===== config.mk =====
export PLATFORM = sky130hd
export DESIGN_NAME = network_prefix_table_unit
export DESIGN_NICKNAME = d
export VERILOG_FILES = /design/src/hdl/npt_pkg.sv /design/src/hdl/network_prefix_table_unit.sv
export SDC_FILE = /design/constraint.sdc
export NUM_CORES = 1
export LEC_CHECK = 0
export ABC_CLOCK_PERIOD_IN_PS = 8450
export BUFFER_PORTS_ARGS = -buffer_cell sky130_fd_sc_hd__buf_2
export CAP_MARGIN = 20
export CORE_UTILIZATION = 56
export CTS_CLUSTER_DIAMETER = 80
export DETAILED_ROUTE_END_ITERATION = 16
export GPL_TIMING_DRIVEN = 1
export PLACE_DENSITY = 0.74
export SYNTH_ARGS = -nofsm -noshare
export SYNTH_HDL_FRONTEND = slang
export SYNTH_SLANG_ARGS = --single-unit

===== constraint.sdc =====
create_clock -name clock -period 8.45 [get_ports clock]
set_clock_uncertainty 0.2 [all_clocks]
set_input_delay 1.69 -clock clock [delete_from_list [all_inputs] [get_ports clock]]
set_output_delay 1.69 -clock clock [all_outputs]
set_load 0.05 [all_outputs]

===== src/hdl/npt_pkg.sv =====
`timescale 1ns / 1ps
// ---------------------------------------------------------------------------
// npt_pkg
// Types and constants of the network prefix table unit.
// ---------------------------------------------------------------------------
package npt_pkg;

   localparam int TABLE_ENTRIES = 16;
   localparam int ID_BITS       = 16;
   localparam int IDX_BITS      = (TABLE_ENTRIES > 1) ? $clog2(TABLE_ENTRIES) : 1;
   localparam int CNT_BITS      = $clog2(TABLE_ENTRIES + 1);

   localparam int REQ_BITS      = 88;
   localparam int RSP_BITS      = 88;

   localparam logic [1:0] CMD_ADD   = 2'd0;
   localparam logic [1:0] CMD_FIND  = 2'd1;
   localparam logic [1:0] CMD_MATCH = 2'd2;
   localparam logic [1:0] CMD_NONE  = 2'd3;

   localparam logic [2:0] ST_ADDED     = 3'd0;
   localparam logic [2:0] ST_PRESENT   = 3'd1;
   localparam logic [2:0] ST_FULL      = 3'd2;
   localparam logic [2:0] ST_FOUND     = 3'd3;
   localparam logic [2:0] ST_NOT_FOUND = 3'd4;
   localparam logic [2:0] ST_MATCHED   = 3'd5;
   localparam logic [2:0] ST_NO_MATCH  = 3'd6;

   typedef enum logic [1:0] {
      FSM_IDLE,
      FSM_SCAN,
      FSM_OUT
   } fsm_type;

   typedef struct packed {
      logic [31:0]        prefix;
      logic [31:0]        netmask;
      logic [ID_BITS-1:0] ident;
   } entry_type;

endpackage


===== src/hdl/network_prefix_table_unit.sv =====
`timescale 1ns / 1ps
// ---------------------------------------------------------------------------
// network_prefix_table_unit
// Table of IPv4 network entries with add, find-by-id and interface match.
// ---------------------------------------------------------------------------
// Usage:
//   A command enters on the req_ stream (add, find by id, match interface);
//   each command gives exactly one transfer on the rsp_ stream with status,
//   id, prefix and mask of the entry concerned. first_id is written on the
//   csr_ port while the unit is idle, a rule on the user that the block does not enforce.
//   The entries sit in one synchronous RAM. A command scans it in insertion
//   order, one read issued per cycle, compare in the cycle after the read.
//   A scan stops at the first entry that hits; a command that needs no
//   scan, or one on an empty table, reads no entry; one command at a time.
//   An add writes the new entry in the last scan cycle.
//   Reset empties the table and loads the next id with 1. The result sits
//   in an output register; a new command is taken while it waits, and a
//   stalled receiver holds the unit after its scan until rsp_tready.
// ---------------------------------------------------------------------------
module network_prefix_table_unit (
   input  logic                         clock,
   input  logic                         reset,
   // command[1:0], address[33:2], mask[65:34], lookup_id[81:66]
   input  logic                         req_tvalid,
   output logic                         req_tready,
   input  logic [npt_pkg::REQ_BITS-1:0] req_tdata,
   // status[2:0], net_id[18:3], entry_address[50:19], entry_mask[82:51]
   output logic                         rsp_tvalid,
   input  logic                         rsp_tready,
   output logic [npt_pkg::RSP_BITS-1:0] rsp_tdata,
   input  logic                         csr_we,
   input  logic [15:0]                  csr_wdata
);

   npt_pkg::fsm_type                state_ff, state_in;
   logic [1:0]                      cmd_ff, cmd_in;
   logic [31:0]                     addr_ff, addr_in;
   logic [31:0]                     mask_ff, mask_in;
   logic [15:0]                     lid_ff, lid_in;
   logic [31:0]                     lo_ff, lo_in;
   logic [npt_pkg::CNT_BITS-1:0]    count_ff, count_in;
   logic [npt_pkg::CNT_BITS-1:0]    issue_ff, issue_in;
   logic                            pend_ff, pend_in;
   logic [15:0]                     first_id_ff, first_id_in;
   logic [npt_pkg::ID_BITS-1:0]     next_id_ff, next_id_in;
   logic [2:0]                      res_status_ff, res_status_in;
   logic [15:0]                     res_id_ff, res_id_in;
   logic [31:0]                     res_addr_ff, res_addr_in;
   logic [31:0]                     res_mask_ff, res_mask_in;
   logic                            rsp_valid_ff, rsp_valid_in;
   logic [npt_pkg::RSP_BITS-1:0]    rsp_data_ff, rsp_data_in;

   npt_pkg::entry_type              mem [npt_pkg::TABLE_ENTRIES];
   npt_pkg::entry_type              rd_data_ff;
   npt_pkg::entry_type              mem_wdata;
   logic                            mem_we;
   logic [npt_pkg::IDX_BITS-1:0]    mem_waddr;
   logic [npt_pkg::IDX_BITS-1:0]    rd_addr;

   logic [31:0]                     cm;
   logic                            incl;
   logic                            hit;
   logic                            skip;
   logic                            done;
   logic                            found;

   function automatic logic [31:0] class_mask(input logic [31:0] p);
      logic [31:0] m;
      if (p[31] == 1'b0) begin
         m = 32'hFF00_0000;
      end else if (p[31:30] == 2'b10) begin
         m = 32'hFFFF_0000;
      end else if (p[31:29] == 3'b110) begin
         m = 32'hFFFF_FF00;
      end else begin
         m = 32'h0;
      end
      return m;
   endfunction

   // lo_ff: bits below the lowest set bit of the interface mask (all ones
   // for a zero mask); an entry mask is no longer than the interface mask
   // exactly when it has no bit there.
   always_comb begin
      cm = class_mask(rd_data_ff.prefix);
      if (rd_data_ff.prefix == 32'h0) begin
         incl = 1'b1;
      end else if (rd_data_ff.netmask == 32'h0) begin
         incl = (cm != 32'h0) && (((rd_data_ff.prefix ^ addr_ff) & cm) == 32'h0)
                && ((cm & lo_ff) == 32'h0);
      end else begin
         incl = (((rd_data_ff.prefix ^ addr_ff) & rd_data_ff.netmask) == 32'h0)
                && ((rd_data_ff.netmask & lo_ff) == 32'h0);
      end
      case (cmd_ff)
         npt_pkg::CMD_ADD:   hit = (rd_data_ff.prefix == addr_ff)
                                   && (rd_data_ff.netmask == mask_ff);
         npt_pkg::CMD_FIND:  hit = (32'(rd_data_ff.ident) == 32'(lid_ff));
         npt_pkg::CMD_MATCH: hit = incl;
         default:            hit = 1'b0;
      endcase
      skip = (cmd_ff == npt_pkg::CMD_NONE)
             || ((cmd_ff == npt_pkg::CMD_MATCH) && (addr_ff == 32'h0));
   end

   always_ff @(posedge clock) begin
      if (reset) begin
         state_ff <= npt_pkg::FSM_IDLE;
      end else begin
         state_ff <= state_in;
      end
   end

   always_comb begin
      state_in      = state_ff;
      cmd_in        = cmd_ff;
      addr_in       = addr_ff;
      mask_in       = mask_ff;
      lid_in        = lid_ff;
      lo_in         = lo_ff;
      count_in      = count_ff;
      issue_in      = issue_ff;
      pend_in       = pend_ff;
      first_id_in   = first_id_ff;
      next_id_in    = next_id_ff;
      res_status_in = res_status_ff;
      res_id_in     = res_id_ff;
      res_addr_in   = res_addr_ff;
      res_mask_in   = res_mask_ff;
      rsp_valid_in  = rsp_valid_ff && !rsp_tready;
      rsp_data_in   = rsp_data_ff;
      mem_we        = 1'b0;
      mem_waddr     = count_ff[npt_pkg::IDX_BITS-1:0];
      mem_wdata     = '{prefix: addr_ff, netmask: mask_ff, ident: next_id_ff};
      rd_addr       = issue_ff[npt_pkg::IDX_BITS-1:0];
      req_tready    = 1'b0;
      done          = 1'b0;
      found         = 1'b0;

      case (state_ff)
         npt_pkg::FSM_IDLE: begin
            req_tready = 1'b1;
            if (req_tvalid) begin
               cmd_in   = req_tdata[1:0];
               addr_in  = req_tdata[33:2];
               mask_in  = req_tdata[65:34];
               lid_in   = req_tdata[81:66];
               lo_in    = ~req_tdata[65:34] & (req_tdata[65:34] - 32'd1);
               issue_in = '0;
               pend_in  = 1'b0;
               state_in = npt_pkg::FSM_SCAN;
            end
         end
         npt_pkg::FSM_SCAN: begin
            pend_in = 1'b0;
            if (!skip && (issue_ff < count_ff)) begin
               pend_in  = 1'b1;
               issue_in = issue_ff + 1'b1;
            end
            if (skip) begin
               done = 1'b1;
            end else if (pend_ff && hit) begin
               done  = 1'b1;
               found = 1'b1;
            end else if (!pend_ff && (issue_ff >= count_ff)) begin
               done = 1'b1;
            end
            if (done) begin
               state_in = npt_pkg::FSM_OUT;
               if (found) begin
                  res_id_in   = 16'(rd_data_ff.ident);
                  res_addr_in = rd_data_ff.prefix;
                  res_mask_in = rd_data_ff.netmask;
                  case (cmd_ff)
                     npt_pkg::CMD_ADD:  res_status_in = npt_pkg::ST_PRESENT;
                     npt_pkg::CMD_FIND: res_status_in = npt_pkg::ST_FOUND;
                     default:           res_status_in = npt_pkg::ST_MATCHED;
                  endcase
               end else begin
                  res_id_in   = 16'h0;
                  res_addr_in = 32'h0;
                  res_mask_in = 32'h0;
                  case (cmd_ff)
                     npt_pkg::CMD_ADD: begin
                        if (count_ff >= npt_pkg::CNT_BITS'(npt_pkg::TABLE_ENTRIES)) begin
                           res_status_in = npt_pkg::ST_FULL;
                        end else begin
                           res_status_in = npt_pkg::ST_ADDED;
                           res_id_in     = 16'(next_id_ff);
                           res_addr_in   = addr_ff;
                           res_mask_in   = mask_ff;
                           mem_we        = 1'b1;
                           count_in      = count_ff + 1'b1;
                           next_id_in    = next_id_ff + 1'b1;
                        end
                     end
                     npt_pkg::CMD_FIND: res_status_in = npt_pkg::ST_NOT_FOUND;
                     default:           res_status_in = npt_pkg::ST_NO_MATCH;
                  endcase
               end
            end
         end
         npt_pkg::FSM_OUT: begin
            if (!rsp_valid_ff || rsp_tready) begin
               rsp_valid_in = 1'b1;
               rsp_data_in  = npt_pkg::RSP_BITS'({res_mask_ff, res_addr_ff,
                                                  res_id_ff, res_status_ff});
               state_in     = npt_pkg::FSM_IDLE;
            end
         end
         default: begin
            state_in = npt_pkg::FSM_IDLE;
         end
      endcase

      if (csr_we) begin
         first_id_in = csr_wdata;
         if (count_ff == '0) begin
            next_id_in = npt_pkg::ID_BITS'(csr_wdata);
         end
      end
   end

   always_ff @(posedge clock) begin
      if (reset) begin
         count_ff     <= '0;
         issue_ff     <= '0;
         pend_ff      <= 1'b0;
         first_id_ff  <= 16'd1;
         next_id_ff   <= npt_pkg::ID_BITS'(1);
         rsp_valid_ff <= 1'b0;
      end else begin
         count_ff     <= count_in;
         issue_ff     <= issue_in;
         pend_ff      <= pend_in;
         first_id_ff  <= first_id_in;
         next_id_ff   <= next_id_in;
         rsp_valid_ff <= rsp_valid_in;
      end
   end

   always_ff @(posedge clock) begin
      cmd_ff        <= cmd_in;
      addr_ff       <= addr_in;
      mask_ff       <= mask_in;
      lid_ff        <= lid_in;
      lo_ff         <= lo_in;
      res_status_ff <= res_status_in;
      res_id_ff     <= res_id_in;
      res_addr_ff   <= res_addr_in;
      res_mask_ff   <= res_mask_in;
      rsp_data_ff   <= rsp_data_in;
   end

   // entry RAM, one write and one registered read port
   always_ff @(posedge clock) begin
      if (mem_we) begin
         mem[mem_waddr] <= mem_wdata;
      end
      rd_data_ff <= mem[rd_addr];
   end

   assign rsp_tvalid = rsp_valid_ff;
   assign rsp_tdata  = rsp_data_ff;

endmodule

**Word-level counts from Yosys, hierarchy flattened**

Memories as Yosys holds them, arrays and structs flattened. A register that Yosys moved wholly into a read port is not among the register bits.
Index checks and enable logic that the tools add are counted.

- Memories: 1
- Output and inout bits: 90
- Word-level logic and storage cells: 134
- Input port bits: 109
- RAM bits: 1280
- Register bits after elaboration: 310

- Magnitude comparators: 3
- Eq/ne operators: 14
- Multiplexer cells: 53
- Add/sub/neg operators: 4
- Reductions and logical operators: 34
- Bitwise operators: 9

Memories:

| memory | depth | bits a word | rd ports | clocked after Yosys merged registers in | write ports | RTL line | source |
|---|---|---|---|---|---|---|---|
| mem | 16 | 80 | 1 | 1 | 1 | network_prefix_table_unit.sv:53 | `npt_pkg::entry_type mem [npt_pkg::TABLE_ENTRIES];` |

Operators with widths:

| operator | count |
|---|---|
| 32-bit two-way mux | 9 |
| 32-bit zero test | 7 |
| 32-bit AND | 5 |
| 16-bit two-way mux | 10 |
| 32-bit == test | 2 |
| 32-bit inverter | 1 |
| 32-bit nonzero test | 1 |
| 32-bit by 1-bit subtractor with 32-bit output (second input constant) | 1 |
| 32-bit XOR | 1 |
| 1-bit two-way mux | 21 |
| 16-bit by 1-bit adder with 16-bit output (second input constant) | 1 |
| 16-bit == test | 1 |
| 3-bit one-hot mux with 2 select lines | 2 |
| 5-bit by 1-bit adder with 5-bit output (second input constant) | 2 |
| 5-bit two-way mux | 2 |
| 5-bit one-hot mux with 2 select lines | 1 |
| 1-bit logical AND | 9 |
| 2-bit == test (second input constant) | 4 |
| 2-bit two-way mux | 4 |
| 2-bit inequality test (second input constant) | 4 |
| 2-bit AND reduction | 4 |
| 2-bit one-hot mux with 3 select lines | 1 |
| 3-bit AND reduction | 2 |
| 5-bit greater-or-equal comparator | 1 |
| 14 further kinds | 21 |

**Depth between registers and ports, before layout**

- Word-level depth: 20
- Depth in mapped cells: 16
- Depth with buffers taken out: 12

**Worst setup path before layout**

Ideal clock, no wire load.

- Path kind: flip-flop to flip-flop
- Start point: reg issue_ff[0] in the netlist's numbering
- End point: mem mem[15][0] in the netlist's numbering (enable)
- Arrival time: 8.293 ns
- Stages on the path, launching flop included: 14
- Setup slack: -0.662 ns
- Data required time: 7.630 ns
- Clock period less this slack: 9.112 ns
- Buffers on the path: 4
- Cell sequence: dfxtp_1 clkbuf_1 clkbuf_1 buf_1 inv_1 ha_1 a41oi_1 nand3_1 a21oi_1 nor2b_1 a32oi_1 nand3_1 buf_2 nor3_1

- Cells in the longest elaborated chain, start to end: 10

Ends and longest elaborated chain:

| item | RTL line | source |
|---|---|---|
| from (decl) | network_prefix_table_unit.sv:42 | `logic [npt_pkg::CNT_BITS-1:0] issue_ff, issue_in;` |
| from (signal assigned) | network_prefix_table_unit.sv:234 | `issue_ff <= issue_in;` |
| 5-bit greater-or-equal comparator | network_prefix_table_unit.sv:165 | `end else if (!pend_ff && (issue_ff >= count_ff)) begin` |
| 1-bit logical AND | network_prefix_table_unit.sv:165 |  |
| 1-bit two-way mux | network_prefix_table_unit.sv:165 |  |
| 1-bit two-way mux | network_prefix_table_unit.sv:162 | `end else if (pend_ff && hit) begin` |
| 1-bit two-way mux | network_prefix_table_unit.sv:160 | `if (skip) begin` |
| 1-bit two-way mux | network_prefix_table_unit.sv:140 | `case (state_ff)` |
| 1-bit two-way mux | network_prefix_table_unit.sv:168 | `if (done) begin` |
| 1-bit two-way mux | network_prefix_table_unit.sv:140 |  |
| 1-bit two-way mux | network_prefix_table_unit.sv:257 | `if (mem_we) begin` |
| 1-bit two-way mux (implied by the code) | network_prefix_table_unit.sv:258 | `mem[mem_waddr] <= mem_wdata;` |
| to (decl) | network_prefix_table_unit.sv:53 |  |

Every way passes these cells. The select of a mux whose other input is x is not followed.

**Worst setup path in the final report**

- Start point: reg addr_ff[6]
- End point: mem mem[12][64] in the netlist's numbering (enable)

- Cells in the longest elaborated chain, start to end: 17

Ends and longest elaborated chain:

| item | RTL line | source |
|---|---|---|
| from (decl) | network_prefix_table_unit.sv:37 | `logic [31:0] addr_ff, addr_in;` |
| from (signal assigned) | network_prefix_table_unit.sv:244 | `addr_ff <= addr_in;` |
| 32-bit XOR | network_prefix_table_unit.sv:89, network_prefix_table_unit.sv:92 |  |
| 32-bit AND | network_prefix_table_unit.sv:89 | `incl = (cm != 32'h0) && (((rd_data_ff.prefix ^ addr_ff) & cm) == 32'h0)` |
| 32-bit zero test | network_prefix_table_unit.sv:89 |  |
| 1-bit logical AND | network_prefix_table_unit.sv:89 |  |
| 1-bit logical AND | network_prefix_table_unit.sv:90 | `&& ((cm & lo_ff) == 32'h0);` |
| 1-bit two-way mux | network_prefix_table_unit.sv:88 | `end else if (rd_data_ff.netmask == 32'h0) begin` |
| 1-bit two-way mux | network_prefix_table_unit.sv:86 | `if (rd_data_ff.prefix == 32'h0) begin` |
| 1-bit one-hot mux with 3 select lines | network_prefix_table_unit.sv:95 | `case (cmd_ff)` |
| 1-bit logical AND | network_prefix_table_unit.sv:162 |  |
| 1-bit two-way mux | network_prefix_table_unit.sv:162 |  |
| 1-bit two-way mux | network_prefix_table_unit.sv:160 |  |
| 1-bit two-way mux | network_prefix_table_unit.sv:140 |  |
| 1-bit two-way mux | network_prefix_table_unit.sv:170 | `if (found) begin` |
| 1-bit two-way mux * | network_prefix_table_unit.sv:168 |  |
| 1-bit two-way mux * | network_prefix_table_unit.sv:140 |  |
| 1-bit two-way mux * | network_prefix_table_unit.sv:257 |  |
| 1-bit two-way mux (implied by the code) * | network_prefix_table_unit.sv:258 |  |

Every way passes the cells marked *; elsewhere a longest branch is shown, timed or not. The select of a mux whose other input is x is not followed.

==> metrics.csv <==
stage,metric,value,unit
outcome,outcome,"finished, final reports clean",
clock_network,clock_path_buffers,3,
timing,fmax,0.142,GHz
timing,worstMarginPinSlew,0.998,ns
logic_synthesis,synth_top_family_by_area,multiplexers,
routing,ant_nets,0,
clock_network,htreeDepth,4,
placed_design,placed_cell_area,65400,um^2
floorplan,start_util,56.4,%
routing,vias,30500,
worst_setup_path,startpoint_type,flip-flop,
worst_setup_path,crit_arrival,7.23,ns
floorplan,design.core.area,111000,um^2
worst_setup_path,crit_type,flip-flop to flip-flop,
placed_design,dpl.hpwl,84100,um
routing,wire_per_inst,32.4,um
logic_synthesis,synth_top_area_share,75.1,%
clock_network,cts_buffers,160,
logic_synthesis,synthMostInstantiatedCell,edfxtp_1,
floorplan,die_area,113000,um^2
logic_synthesis,synth_area_leaders,"edfxtp_1 75%, mux4_2 14%, dfxtp_1 3.5%",
logic_synthesis,ys_seq_area_share,78.7,%
routing,wirelength,151000,um
logic_synthesis,ys.flop_type,edfxtp_1,
power_and_ir_drop,vdd_ir_drop_max,0.175,mV
logic_synthesis,synth_compound_area_share,2.09,%
timing,timing.final.max_slew_violations,0,
floorplan,rows,122,
clock_network,hold_buffers,0,
final_layout,layout.nets,3144,
logic_synthesis,syn_area_per_cell,22.8,um^2
clock_network,cts_tree,yes,
timing,post-route-min-period,7.04,ns
logic_synthesis,synth_xor_area_share,1.31,%
logic_synthesis,synthCells,2738,
clock_network,worst_skew_pair.late_latency,0.78,ns
logic_synthesis,synth_simple_gate_area_share,2.20,%
power_and_ir_drop,p_leak,0.0221,uW
power_and_ir_drop,powerDensity,238,nW/um^2
worst_setup_path,end_kind,flip-flop,
clock_network,cts_resized,0,
final_layout,fillers,7081,
clock_network,cts-root-buf,clkbuf_16,
logic_synthesis,synth-adder-area-share,0.241,%
logic_synthesis,synthMuxAreaShare,14.5,%
timing,setup_viol,0,
placed_design,port_buffers,187,
run,maxCapViolCount,0,
timing,period_share,83.3,%
power_and_ir_drop,finalPower,16800,uW
clock_network,cts_sinks,1670,
final_layout,area_growth,13.4,%
final_layout,final_cells,4649,
final_layout,drive_gt1_share,28.9,%
clock_network,cts_setup_buffers,0,
logic_synthesis,synth-edff-count,1560,
final_layout,design_area,70700,um^2
routing,drtIter0Drc,3919,
timing,fin_tns_setup,0,ns
timing,slew_headroom,33.5,%
worst_setup_path,crit_fanout,23,
routing,drc,0,
global_route,grt_pass1_wl,218000,um
global_route,grt_use_total,27.3,%
global_route,grt_max_degree,144,
routing,viasPerCell,6.56,
worst_hold_path,hold_class,flip-flop to flip-flop,
logic_synthesis,yosysWarnings,0,
global_route,grt_overflow,0,
floorplan,chipWidth,336,um
placed_design,gpl.final_weighted_congestion,0.913,
placed_design,post-place-cells,4346,
logic_synthesis,synthArstFlopShare,0,%
logic_synthesis,synth_top_area_cell,edfxtp_1,
logic_synthesis,ys_ff_latch,1670,
worst_setup_path,cp.required,8.64,ns
floorplan,pin_count,199,
logic_synthesis,synthTopCellsByCount,"1560 x edfxtp_1, 400 x mux4_2, 110 x dfxtp_1",
logic_synthesis,synth_area,62300,um^2
clock_network,clk_pin_slew_worst_paths,0.06,ns
global_route,grt_pass1_vias,31400,
global_route,antenna_found_initial,4,
timing,report.final.hold_viol_count,0,
logic_synthesis,synth_cell_types,57,
routing,drt_pre_antenna_iters,8,
timing,rsz0062_at_grt,no,
floorplan,fp.dieH,336,um
cell type report:
type	count	area [um^2]	share of cell area, %
diodes	1	2.50	0.00354
clock buffers	210	4340	6.15
clock inverters	89	880	1.24
inverters	26	100	0.142
multi-input cells	921	12800	18.1
flip-flops and latches	1670	49100	69.4
well taps	1488	1860	2.63
repair buffers	244	1610	2.28
worst max-delay path, cell delays in order, from the launching register on:
cell      delay, ns
edfxtp_1       0.76
xor2_1         0.31
nor4_1         0.44
nand4_1        0.29
nor4_1         0.71
nand4b_1       0.60
a32oi_1        0.48
nand3_1        0.54
nor2_1         0.92
and3_4         0.76
buf_4          0.55
layer usage:
metal	track usage [%]	share of wire, %	vias to the layer above
li1	-	-	12200
met1	36.7	36	16000
met2	44.2	49	1972
met3	6.76	11	332
met4	9.10	3.1	6
met5	0	0.029	-
cells in the final DEF, fill, tap and decap left out, types with 43 or more instances in the layout:
cell / n
clkbuf_16: 162
dfxtp_1: 106
xor2_1: 56
mux4_2: 400
buf_2: 188
nor4_1: 48
nor2_1: 43
a22o_1: 85
edfxtp_1: 1560
flip-flops by register name (all words and copies together) (netlist names), 2 cells and up:
register,flops
addr_ff,32
cmd_ff,2
count_ff,5
issue_ff,5
lid_ff,16
lo_ff,32
mask_ff,32
mem,1280
next_id_ff,16
rd_data_ff,80
res_addr_ff,32
res_id_ff,16
res_mask_ff,32
res_status_ff,3
rsp_tdata,83
state_ff,2
per-stage QoR:
step                      hold WS [ns]  setup WS [ns]  utilization (%)
final                            0.218           1.41             64.0
after global routing             0.226           1.28             64.0
after CTS                        0.219           1.66             63.9
after detailed placement         0.205           1.66             59.2
after global placement           0.203           2.05             59.2
after floorplan                  0.200           1.84                -
power breakdown:
part	total, uW	switching, uW	internal (uW)	leakage [uW]
Clock	7100	3030	4070	0.00254
Combinational	340	237	103	0.00445
Sequential	9350	180	9170	0.0151
cell families (layout without fill, tap and decap cells):
| logic type | after synthesis | after routing |
|---|---|---|
| mux | 404 | 404 |
| simple gates | 245 | 245 |
| buf+inv | 151 | 569 |
| compound gates | 162 | 162 |
| other cells | 1 | 6 |
| fa+ha+maj | 12 | 12 |
| flops | 1670 | 1670 |
| xor+xnor | 93 | 93 |
worst paths after layout:
path | startpoint | end | slack, ns | cells after the start
worst max-delay path | addr_ff[6] | mem[12][64] | 1.41 | 10
worst min-delay path | res_status_ff[0] | rsp_tdata[0] | 0.22 | 0
worst max register to register | addr_ff[6] | mem[12][64] | 1.41 | 10
worst min register to register | res_status_ff[0] | rsp_tdata[0] | 0.22 | 0
Power figures use the tool's default switching activity.
